`src/ck_pkg.sv`:
```
// ----------------------------------------------------------------------------
// ck_pkg
// Shared constants and types for the chroma key and pixel placement block.
// ----------------------------------------------------------------------------
`default_nettype none

package ck_pkg;

  // Fixed design constants
  localparam int SAT_THRESHOLD   = 3;
  localparam int COORD_BITS      = 12;
  localparam int ANGLE_FRAC_BITS = 14;
  localparam int HUE_FRAC_BITS   = 6;

  // Hue scaling
  localparam int HUE_ONE  = 1 << HUE_FRAC_BITS;
  localparam int HUE_SEXT = 60 * HUE_ONE;     // sixty degrees
  localparam int HUE_G    = 120 * HUE_ONE;    // green sector base
  localparam int HUE_B    = 240 * HUE_ONE;    // blue sector base
  localparam int HUE_FULL = 360 * HUE_ONE;
  localparam int HUE_W    = $clog2(HUE_FULL + 1);
  localparam int HUE_SW   = HUE_W + 2;        // signed working width

  // Pipelined divider: quotient never exceeds sixty degrees
  localparam int QUOT_BITS      = $clog2(HUE_SEXT + 1);
  localparam int DIV_BITS       = 4;
  localparam int DIV_STAGES_MIN = (QUOT_BITS + DIV_BITS - 1) / DIV_BITS;
  localparam int DIV_STAGES     = (DIV_STAGES_MIN < 3) ? 3 : DIV_STAGES_MIN;
  localparam int DIV_QW         = DIV_STAGES * DIV_BITS;
  localparam int DIV_NW         = DIV_QW + 8;

  // Latencies
  localparam int HUE_LAT      = DIV_STAGES + 2;  // front, divider, finalize
  localparam int PLACE_STAGES = 5;
  localparam int OUT_LAT      = HUE_LAT + 1;

  // Compare widths
  localparam int TOL_W  = 9 + HUE_FRAC_BITS;
  localparam int CMP_A  = (HUE_W > TOL_W) ? HUE_W : TOL_W;
  localparam int CMP_W  = ((CMP_A > 15) ? CMP_A : 15) + 2;
  localparam int SAT_W  = 17;

  // Rotation widths
  localparam int COORD_BITS_PORT_W = 12;
  localparam int XS_W  = COORD_BITS_PORT_W + 1;
  localparam int PROD_W = 29;
  localparam int SUM_W  = 30;
  localparam logic [11:0] COORD_MASK =
    (COORD_BITS >= 12) ? 12'hFFF : 12'((1 << COORD_BITS) - 1);

  // Configuration register indexes
  typedef enum logic [2:0] {
    REG_KEY_HUE       = 3'd0,
    REG_HUE_TOLERANCE = 3'd1,
    REG_ROT_COS       = 3'd2,
    REG_ROT_SIN       = 3'd3,
    REG_PLACE_X       = 3'd4,
    REG_PLACE_Y       = 3'd5,
    REG_CANVAS_WIDTH  = 3'd6,
    REG_CANVAS_HEIGHT = 3'd7
  } cfg_reg_t;

  // Hue sector of the largest component
  typedef enum logic [1:0] {
    SEC_RED   = 2'd0,
    SEC_GREEN = 2'd1,
    SEC_BLUE  = 2'd2
  } sector_t;

  // Side data traveling with the divider
  typedef struct packed {
    logic    grey;
    logic    neg;
    sector_t sector;
    logic    sat;
  } hue_side_t;

  // Placement result
  typedef struct packed {
    logic signed [14:0] dx;
    logic signed [14:0] dy;
    logic               inb;
    logic [23:0]        addr;
  } place_t;

endpackage

`default_nettype wire

```
`src/ck_div.sv`:
```
// ----------------------------------------------------------------------------
// ck_div
// Pipelined restoring divider, DIV_BITS quotient bits per register stage.
// ----------------------------------------------------------------------------
`default_nettype none

module ck_div
  import ck_pkg::*;
(
  input  wire logic              clk,
  input  wire logic [DIV_NW-1:0] dividend,
  input  wire logic [7:0]        divisor,
  input  wire hue_side_t         side_in,
  output logic [DIV_QW-1:0]      quot,
  output logic [7:0]             rem,
  output hue_side_t              side_out
);

  // Several restoring steps on one partial remainder
  function automatic logic [DIV_QW+7:0] div_step(input logic [7:0] r_in,
                                                 input logic [DIV_QW-1:0] w_in,
                                                 input logic [7:0] d);
    logic [7:0]        r;
    logic [DIV_QW-1:0] w;
    logic [8:0]        t;
    logic              qb;
    r = r_in;
    w = w_in;
    for (int i = 0; i < DIV_BITS; i++) begin
      t  = {r, w[DIV_QW-1]};
      qb = (t >= {1'b0, d});
      r  = qb ? 8'(t - {1'b0, d}) : t[7:0];
      w  = {w[DIV_QW-2:0], qb};
    end
    return {r, w};
  endfunction

  logic [7:0]        rem_s  [DIV_STAGES+1];
  logic [DIV_QW-1:0] work_s [DIV_STAGES+1];
  logic [7:0]        d_s    [DIV_STAGES+1];
  hue_side_t         side_s [DIV_STAGES+1];

  // Stage zero: high dividend bits preload the remainder (below any nonzero divisor)
  assign rem_s[0]  = dividend[DIV_NW-1:DIV_QW];
  assign work_s[0] = dividend[DIV_QW-1:0];
  assign d_s[0]    = divisor;
  assign side_s[0] = side_in;

  for (genvar k = 1; k <= DIV_STAGES; k++) begin : g_stage
    always_ff @(posedge clk) begin
      {rem_s[k], work_s[k]} <= div_step(rem_s[k-1], work_s[k-1], d_s[k-1]);
      d_s[k]    <= d_s[k-1];
      side_s[k] <= side_s[k-1];
    end
  end

  assign quot     = work_s[DIV_STAGES];
  assign rem      = rem_s[DIV_STAGES];
  assign side_out = side_s[DIV_STAGES];

endmodule

`default_nettype wire

```
`src/ck_hue.sv`:
```
// ----------------------------------------------------------------------------
// ck_hue
// Hue and saturation of one pixel: front stage, divider, hue finalize.
// ----------------------------------------------------------------------------
`default_nettype none

module ck_hue
  import ck_pkg::*;
(
  input  wire logic             clk,
  input  wire logic [7:0]       red,
  input  wire logic [7:0]       green,
  input  wire logic [7:0]       blue,
  output logic [HUE_W-1:0]      hue,
  output logic                  sat
);

  logic [7:0]        mx, mn, nabs;
  logic [8:0]        sum, den;
  logic              neg, grey;
  sector_t           sector;
  logic [SAT_W-1:0]  sat_l, sat_r;

  logic [DIV_NW-1:0] dvd;
  logic [7:0]        dvs;
  hue_side_t         side_f;

  logic [DIV_QW-1:0] quot;
  logic [7:0]        rem;
  hue_side_t         side_d;

  // Front: max/min with ties to red then green, signed numerator
  always_comb begin
    grey = (red == green) && (green == blue);
    if (red >= green && red >= blue) begin
      sector = SEC_RED;
      mx     = red;
      mn     = (green < blue) ? green : blue;
      neg    = green < blue;
      nabs   = neg ? 8'(blue - green) : 8'(green - blue);
    end else if (green >= blue) begin
      sector = SEC_GREEN;
      mx     = green;
      mn     = (blue < red) ? blue : red;
      neg    = blue < red;
      nabs   = neg ? 8'(red - blue) : 8'(blue - red);
    end else begin
      sector = SEC_BLUE;
      mx     = blue;
      mn     = (red < green) ? red : green;
      neg    = red < green;
      nabs   = neg ? 8'(green - red) : 8'(red - green);
    end
    sum   = {1'b0, mx} + {1'b0, mn};
    den   = sum[8] ? sum : 9'(9'd510 - sum);
    sat_l = SAT_W'(8'(mx - mn)) * SAT_W'(100);
    sat_r = SAT_W'(den) * SAT_W'(SAT_THRESHOLD);
  end

  // Front register
  always_ff @(posedge clk) begin
    dvd         <= DIV_NW'(nabs) * DIV_NW'(HUE_SEXT);
    dvs         <= 8'(mx - mn);
    side_f.grey   <= grey;
    side_f.neg    <= neg;
    side_f.sector <= sector;
    side_f.sat    <= sat_l > sat_r;
  end

  ck_div u_div (
    .clk      (clk),
    .dividend (dvd),
    .divisor  (dvs),
    .side_in  (side_f),
    .quot     (quot),
    .rem      (rem),
    .side_out (side_d)
  );

  // Finalize: floor for negative numerators, sector base, wrap nonpositive, grey to zero
  logic signed [HUE_SW-1:0] qv, hv, hb;
  always_comb begin
    qv = HUE_SW'(quot);
    if (side_d.neg) begin
      hv = -(qv + HUE_SW'(rem != 8'd0));
    end else begin
      hv = qv;
    end
    case (side_d.sector)
      SEC_GREEN: hb = hv + HUE_SW'(HUE_G);
      SEC_BLUE:  hb = hv + HUE_SW'(HUE_B);
      default:   hb = hv;
    endcase
    if (hb <= 0) begin
      hb = hb + HUE_SW'(HUE_FULL);
    end
    if (side_d.grey) begin
      hb = '0;
    end
  end

  always_ff @(posedge clk) begin
    hue <= HUE_W'(hb);
    sat <= side_d.sat;
  end

endmodule

`default_nettype wire

```
`src/ck_place.sv`:
```
// ----------------------------------------------------------------------------
// ck_place
// Rotation, offset, saturation, bounds check and linear address.
// ----------------------------------------------------------------------------
`default_nettype none

module ck_place
  import ck_pkg::*;
(
  input  wire logic               clk,
  input  wire logic [11:0]        src_x,
  input  wire logic [11:0]        src_y,
  input  wire logic signed [15:0] rot_cos,
  input  wire logic signed [15:0] rot_sin,
  input  wire logic signed [13:0] place_x,
  input  wire logic signed [13:0] place_y,
  input  wire logic [12:0]        canvas_width,
  input  wire logic [12:0]        canvas_height,
  output place_t                  place
);

  localparam int PAD = HUE_LAT - PLACE_STAGES;
  localparam logic signed [SUM_W-1:0] RND = SUM_W'((1 << ANGLE_FRAC_BITS) - 1);

  logic signed [12:0]       xs, ys;
  logic signed [PROD_W-1:0] p_xc, p_ys, p_yc, p_xs;
  logic signed [SUM_W-1:0]  sx, sy, rx, ry, vx, vy;
  logic signed [14:0]       dx3, dy3, dx4, dy4;
  logic                     inb4;
  logic [26:0]              prod4;
  place_t                   res;

  assign xs = 13'(src_x & COORD_MASK);
  assign ys = 13'(src_y & COORD_MASK);

  // Stage 1: products
  always_ff @(posedge clk) begin
    p_xc <= PROD_W'(xs) * PROD_W'(rot_cos);
    p_ys <= PROD_W'(ys) * PROD_W'(rot_sin);
    p_yc <= PROD_W'(ys) * PROD_W'(rot_cos);
    p_xs <= PROD_W'(xs) * PROD_W'(rot_sin);
  end

  // Stage 2: sums, truncate toward zero
  always_comb begin
    sx = SUM_W'(p_xc) + SUM_W'(p_ys);
    sy = SUM_W'(p_yc) - SUM_W'(p_xs);
    if (sx < 0) sx = sx + RND;
    if (sy < 0) sy = sy + RND;
  end

  always_ff @(posedge clk) begin
    rx <= sx >>> ANGLE_FRAC_BITS;
    ry <= sy >>> ANGLE_FRAC_BITS;
  end

  // Stage 3: offset and clamp to 15 bits
  always_comb begin
    vx = rx + SUM_W'(place_x);
    vy = ry + SUM_W'(place_y);
  end

  always_ff @(posedge clk) begin
    if (vx > SUM_W'(16383))       dx3 <= 15'sd16383;
    else if (vx < -SUM_W'(16384)) dx3 <= -15'sd16384;
    else                          dx3 <= vx[14:0];
    if (vy > SUM_W'(16383))       dy3 <= 15'sd16383;
    else if (vy < -SUM_W'(16384)) dy3 <= -15'sd16384;
    else                          dy3 <= vy[14:0];
  end

  // Stage 4: bounds and row product
  always_ff @(posedge clk) begin
    dx4   <= dx3;
    dy4   <= dy3;
    inb4  <= !dx3[14] && !dy3[14] &&
             (dx3[13:0] < 14'(canvas_width)) && (dy3[13:0] < 14'(canvas_height));
    prod4 <= 27'(dy3[13:0]) * 27'(canvas_width);
  end

  // Stage 5: address
  always_ff @(posedge clk) begin
    res.dx   <= dx4;
    res.dy   <= dy4;
    res.inb  <= inb4;
    res.addr <= 24'(27'(dx4[13:0]) + prod4);
  end

  // Align with the hue path
  if (PAD > 0) begin : g_pad
    place_t dly [PAD];
    always_ff @(posedge clk) begin
      dly[0] <= res;
      for (int i = 1; i < PAD; i++) begin
        dly[i] <= dly[i-1];
      end
    end
    assign place = dly[PAD-1];
  end else begin : g_nopad
    assign place = res;
  end

endmodule

`default_nettype wire

```
`src/chroma_key_place_pixel.sv`:
```
// Throughput: one pixel per clock; busy stays low, the receiver cannot stall.
// Depth is set by the pipelined hue divider, four quotient bits per stage.
// Reset (rst, synchronous) clears the valid pipeline and loads register defaults.
// ----------------------------------------------------------------------------
// chroma_key_place_pixel
// Chroma key test and rotated placement of one foreground pixel per beat.
// ----------------------------------------------------------------------------
`default_nettype none

module chroma_key_place_pixel
  import ck_pkg::*;
(
  input  wire logic        clk,
  input  wire logic        rst,
  input  wire logic        start,
  output logic             busy,
  input  wire logic [7:0]  red,
  input  wire logic [7:0]  green,
  input  wire logic [7:0]  blue,
  input  wire logic [11:0] src_x,
  input  wire logic [11:0] src_y,
  input  wire logic        cfg_write,
  input  wire logic [2:0]  cfg_index,
  input  wire logic [15:0] cfg_data,
  output logic             done,
  output logic             write_enable,
  output logic             is_key,
  output logic [14:0]      dest_x,
  output logic [14:0]      dest_y,
  output logic [23:0]      dest_address,
  output logic [7:0]       out_red,
  output logic [7:0]       out_green,
  output logic [7:0]       out_blue
);

  logic [14:0]        key_hue;
  logic [8:0]         hue_tolerance;
  logic signed [15:0] rot_cos, rot_sin;
  logic signed [13:0] place_x, place_y;
  logic [12:0]        canvas_width, canvas_height;

  // Configuration registers
  always_ff @(posedge clk) begin
    if (rst) begin
      key_hue       <= 15'd7680;
      hue_tolerance <= 9'd33;
      rot_cos       <= 16'sd16384;
      rot_sin       <= '0;
      place_x       <= '0;
      place_y       <= '0;
      canvas_width  <= 13'd4096;
      canvas_height <= 13'd4096;
    end else if (cfg_write) begin
      case (cfg_reg_t'(cfg_index))
        REG_KEY_HUE:       key_hue       <= cfg_data[14:0];
        REG_HUE_TOLERANCE: hue_tolerance <= cfg_data[8:0];
        REG_ROT_COS:       rot_cos       <= cfg_data;
        REG_ROT_SIN:       rot_sin       <= cfg_data;
        REG_PLACE_X:       place_x       <= cfg_data[13:0];
        REG_PLACE_Y:       place_y       <= cfg_data[13:0];
        REG_CANVAS_WIDTH:  canvas_width  <= cfg_data[12:0];
        REG_CANVAS_HEIGHT: canvas_height <= cfg_data[12:0];
        default: ;
      endcase
    end
  end

  assign busy = 1'b0;

  // Valid bits and color travel alongside the hue path
  logic       vld  [HUE_LAT];
  logic [23:0] rgb [HUE_LAT];

  always_ff @(posedge clk) begin
    if (rst) begin
      for (int i = 0; i < HUE_LAT; i++) vld[i] <= 1'b0;
    end else begin
      vld[0] <= start && !busy;
      for (int i = 1; i < HUE_LAT; i++) vld[i] <= vld[i-1];
    end
  end

  always_ff @(posedge clk) begin
    rgb[0] <= {red, green, blue};
    for (int i = 1; i < HUE_LAT; i++) rgb[i] <= rgb[i-1];
  end

  logic [HUE_W-1:0] hue;
  logic             sat;
  place_t           place;

  ck_hue u_hue (
    .clk   (clk),
    .red   (red),
    .green (green),
    .blue  (blue),
    .hue   (hue),
    .sat   (sat)
  );

  ck_place u_place (
    .clk           (clk),
    .src_x         (src_x),
    .src_y         (src_y),
    .rot_cos       (rot_cos),
    .rot_sin       (rot_sin),
    .place_x       (place_x),
    .place_y       (place_y),
    .canvas_width  (canvas_width),
    .canvas_height (canvas_height),
    .place         (place)
  );

  // Key band test, strict on both sides, no wrap, gated by saturation
  logic signed [CMP_W-1:0] kh, hu, tol, dif;
  logic                    key;
  always_comb begin
    kh  = CMP_W'(key_hue);
    hu  = CMP_W'(hue);
    tol = CMP_W'(hue_tolerance) * CMP_W'(HUE_ONE);
    dif = kh - hu;
    key = (dif < tol) && (dif > -tol) && sat;
  end

  // Output register
  always_ff @(posedge clk) begin
    if (rst) begin
      done <= 1'b0;
    end else begin
      done <= vld[HUE_LAT-1];
    end
  end

  always_ff @(posedge clk) begin
    is_key       <= key;
    write_enable <= !key && place.inb;
    dest_x       <= key ? 15'd0 : place.dx;
    dest_y       <= key ? 15'd0 : place.dy;
    dest_address <= (!key && place.inb) ? place.addr : 24'd0;
    {out_red, out_green, out_blue} <= rgb[HUE_LAT-1];
  end

endmodule

`default_nettype wire

```
`config.mk`:
```
export PLATFORM = sky130hd
export DESIGN_NAME = chroma_key_place_pixel
export DESIGN_NICKNAME = d
export VERILOG_FILES = /design/src/ck_pkg.sv /design/src/ck_div.sv /design/src/ck_hue.sv /design/src/ck_place.sv /design/src/chroma_key_place_pixel.sv
export SDC_FILE = /design/constraint.sdc
export NUM_CORES = 2
export LEC_CHECK = 0
export ABC_AREA = 1
export BUFFER_PORTS_ARGS = -buffer_cell sky130_fd_sc_hd__buf_4
export CORE_ASPECT_RATIO = 0.75
export CORE_MARGIN = 8
export CORE_UTILIZATION = 52
export DETAILED_ROUTE_END_ITERATION = 7
export MAX_ROUTING_LAYER = met4
export PLACE_DENSITY = 0.68
export RECOVER_POWER = 50
export SYNTH_ARGS = -nofsm -noshare
export SYNTH_HDL_FRONTEND = slang
export SYNTH_SLANG_ARGS = --single-unit
```
`constraint.sdc`:
```
create_clock -name clk -period 8.9 [get_ports clk]
set_input_delay 0.445 -clock clk [delete_from_list [all_inputs] [get_ports clk]]
set_output_delay 0.445 -clock clk [all_outputs]
set_load 0.03 [all_outputs]
```
==> impl_metrics.toml <==
[run_status]
outcome = "complete, but fails checks"
violations = "max-capacitance violations, max-slew violations"

[setup_path]
endpoint = "u_hue.side_f[0]$_DFF_P_"
worstRegToRegCells = 56
critPathBufInv = 8
critPathLaunch = "red[3]"
rr_endpoint = "u_hue.u_div.rem[6]$_DFF_P_"
crit_top_cell = "nand2_1"
cp_top_family = "compound AO/OA/AOI/OAI gates"
cp.required_ps = 9430
cp-start-kind = "input port"
worstSetupEndpointType = "flop"
slowest_stage = "dlygate4sd3_1"
crit_cells = 41
crit_arrival_ps = 8640
r2r-start = "u_hue.u_div.d_s[10]$_DFF_P_"
r2r_slack_ps = 810
worstPathMaxFanout = 11
slowest_delay_ps = 530
crit_type = "input port to flop"

[die]
fp-row-count = 116
ioPinCount = 153
die_w_um = 438
placeableCoreArea_um2 = 133000
die_y_um = 332
die_area_um2 = 146000
start_util = 0.522

[timing]
finalCritPeriodShare = 0.912
slew_viol_final = 109
rsz0062_at_grt = "no"
worst_pin_slew_ps = 3140
hold_viol = 0
hold_ws_ps = 96.3
fmax_mhz = 123
setup_viol = 0
max-slew-margin-rel = -1.09
min_period_ps = 8110
fin_tns_setup_ps = 0
finClkSkew_ps = 43.0

[global_routing]
grt_pass1_wl_mm = 285
first_global_vias = 53500
grt_usage = 0.247
grt-ovfl-total = 0
antenna_found_initial = 13
grt_start_max_net_pins = 83

[logic_synthesis]
synthXorXnorAreaFrac = 0.0502
yosysWarnings = 0
syn_nets = 10300
yosysUniqueCellTypes = 70
ys.flop_type = "dfxtp_1"
yosysTopAreaCellShare = 0.253
yosys-top-cells-area = "fa_1 25%, dfxtp_1 21%, ha_1 13%"
synth_top_family_by_area = "adder cells"
syn_avg_cell_area_um2 = 8.05
seq_area_frac_synth = 0.209
synth_compound_area_frac = 0.0807
synthCells = 8629
synth_common_cells = "2058 x inv_1, 1743 x nand2_1, 879 x fa_1"
synthSimpleGateAreaFrac = 0.150
synthMuxAreaShare = 0.00195
synthArstFlopShare = 0
ys_seq_elements = 724
synth_edf_count = 0
synthAdderAreaFrac = 0.382
yosys.area.top_type = "fa_1"
synthesis.area_um2 = 69400
yosysMostFrequentCell = "inv_1"

[flow_run]
max_cap_violations = 2

[clock_tree]
path_clk_slew_ps = 60
clkLatencyLatePin_ps = 700
ctsHtreeMaxLevel = 3
cts_made_buffers = 77
clockRootBuffer = "clkbuf_16"
clock_path_buffers = 3
tritoncts = "yes"
numClockSinks = 724

[hold_path]
hold_path_depth = 3
hold_class = "input port to flop"

[placement]
numPortBuffers = 151
gp_congestion = 0.929
dp_hpwl_mm = 136

[routing]
viasPerCell = 5.12
dr.pass1.iters = 6
post-route-drc-count = 0
wl_per_cell_um = 16.5
drtIter0Drc = 3996
num_vias = 53900
drt-total-wl_mm = 174
ant_nets = 0

[layout]
drive_above_1_share = 0.0385
nNetsFinal = 10400
synthToLayoutAreaGrowth_pct = 7.59
-- kinds of logic (layout without fill, tap and decap cells) --
| logic type | Yosys count | after routing |
|---|---|---|
| and+or+nand+nor | 2573 | 2573 |
| DFF | 724 | 724 |
| other | 1 | 7 |
| adders and majority gates | 1592 | 1592 |
| xor gates and xnor gates | 396 | 396 |
| muxes | 13 | 13 |
| AOI/OAI and AO/OA | 1004 | 1004 |
| buffers and inverters | 2326 | 2447 |
-- worst min-delay path: stages --
cell and delay, ps:
buf_4 160, nand2_1 70, nand3_1 70
-- worst min path at each step --
stage,startpoint,end,slack (ps)
finish,cfg_data[14],rot_cos[14]$_SDFFE_PP1P_,100
floorplan,rgb[4][0]$_DFF_P_,out_blue[0]$_DFF_P_,310
global placement,rgb[3][2]$_DFF_P_,rgb[4][2]$_DFF_P_,310
CTS,cfg_data[0],hue_tolerance[0]$_SDFFE_PP1P_,50
global route,cfg_data[14],key_hue[14]$_SDFFE_PP0P_,80
detailed placement,rgb[4][3]$_DFF_P_,out_blue[3]$_DFF_P_,310
-- layer usage --
layer	vias up	wire length [um]	GRT usage	part of all wire
met3	227	13500	0.0385	0.077
met4	0	3830	0.0560	0.022
li1	26100	-	-	-
met5	-	0	-	0
met2	1776	72100	0.355	0.41
met1	25800	84700	0.365	0.49
-- stage by stage --
stage / cell area [um2] / util / worst slack [ps] / instances
floorplan: 69400 / - / 1560 / 8629
global placement: 72200 / 0.543 / 635 / 10300
detailed placement: 72200 / 0.543 / 534 / 10300
CTS: 75000 / 0.564 / 513 / 10500
global route: 74700 / 0.562 / 18.0 / 10500
finish: 74700 / 0.562 / 786 / 10500
-- state kept, by name (all words and copies together), names as in the netlist, 16 cells and up --
signal / flops
dest_address: 24
u_place.p_xc: 29
u_place.rx: 16
u_place.ry: 16
rot_cos: 16
rgb: 120
u_place.prod4: 24
u_place.p_ys: 29
u_hue.u_div.rem_s: 16
u_hue.u_div.d_s: 16
u_place.place: 55
rot_sin: 16
u_place.p_xs: 29
u_place.p_yc: 29
-- cells in the final DEF, fill, tap and decap left out, types with 11 or more instances in the layout --
cell type / count
inv_1: 2057
a21o_1: 25
nor2_2: 13
nand2_2: 19
a21boi_0: 12
o211ai_1: 21
xnor2_1: 138
o21ai_0: 298
a31oi_1: 18
nand2_1: 1742
nor2_1: 468
nor3_1: 43
or2_2: 11
o21bai_1: 46
clkbuf_16: 77
clkbuf_1: 116
buf_4: 105
o21ai_1: 29
nand3_1: 175
fa_1: 879
dfxtp_1: 723
ha_1: 713
o22ai_1: 15
dlygate4sd3_1: 28
xor2_1: 256
nand4_1: 53
clkinvlp_4: 11
a21oi_1: 465
-- cell type report --
class                   count  area, um2
flip-flops and latches    724      14500
inverters                2069       7780
diodes                      6       15.0
well taps                1770       2210
multi-input cells        5579      46200
repair buffers            238       1460
clock inverters            42        492
fillers                 12300      58200
clock buffers              98       2110
-- what timing repair did --
action                     in CTS  in global routing
setup buffers                   0                  6
hold endpoints to repair       31                  0
resized for setup               0                 10
setup endpoints to repair       0                 17
hold buffers                   28                  0
Power is left out: the tool's default activity adds up to more than one toggle a clock period on the data nets, which glitch-free logic cannot reach.
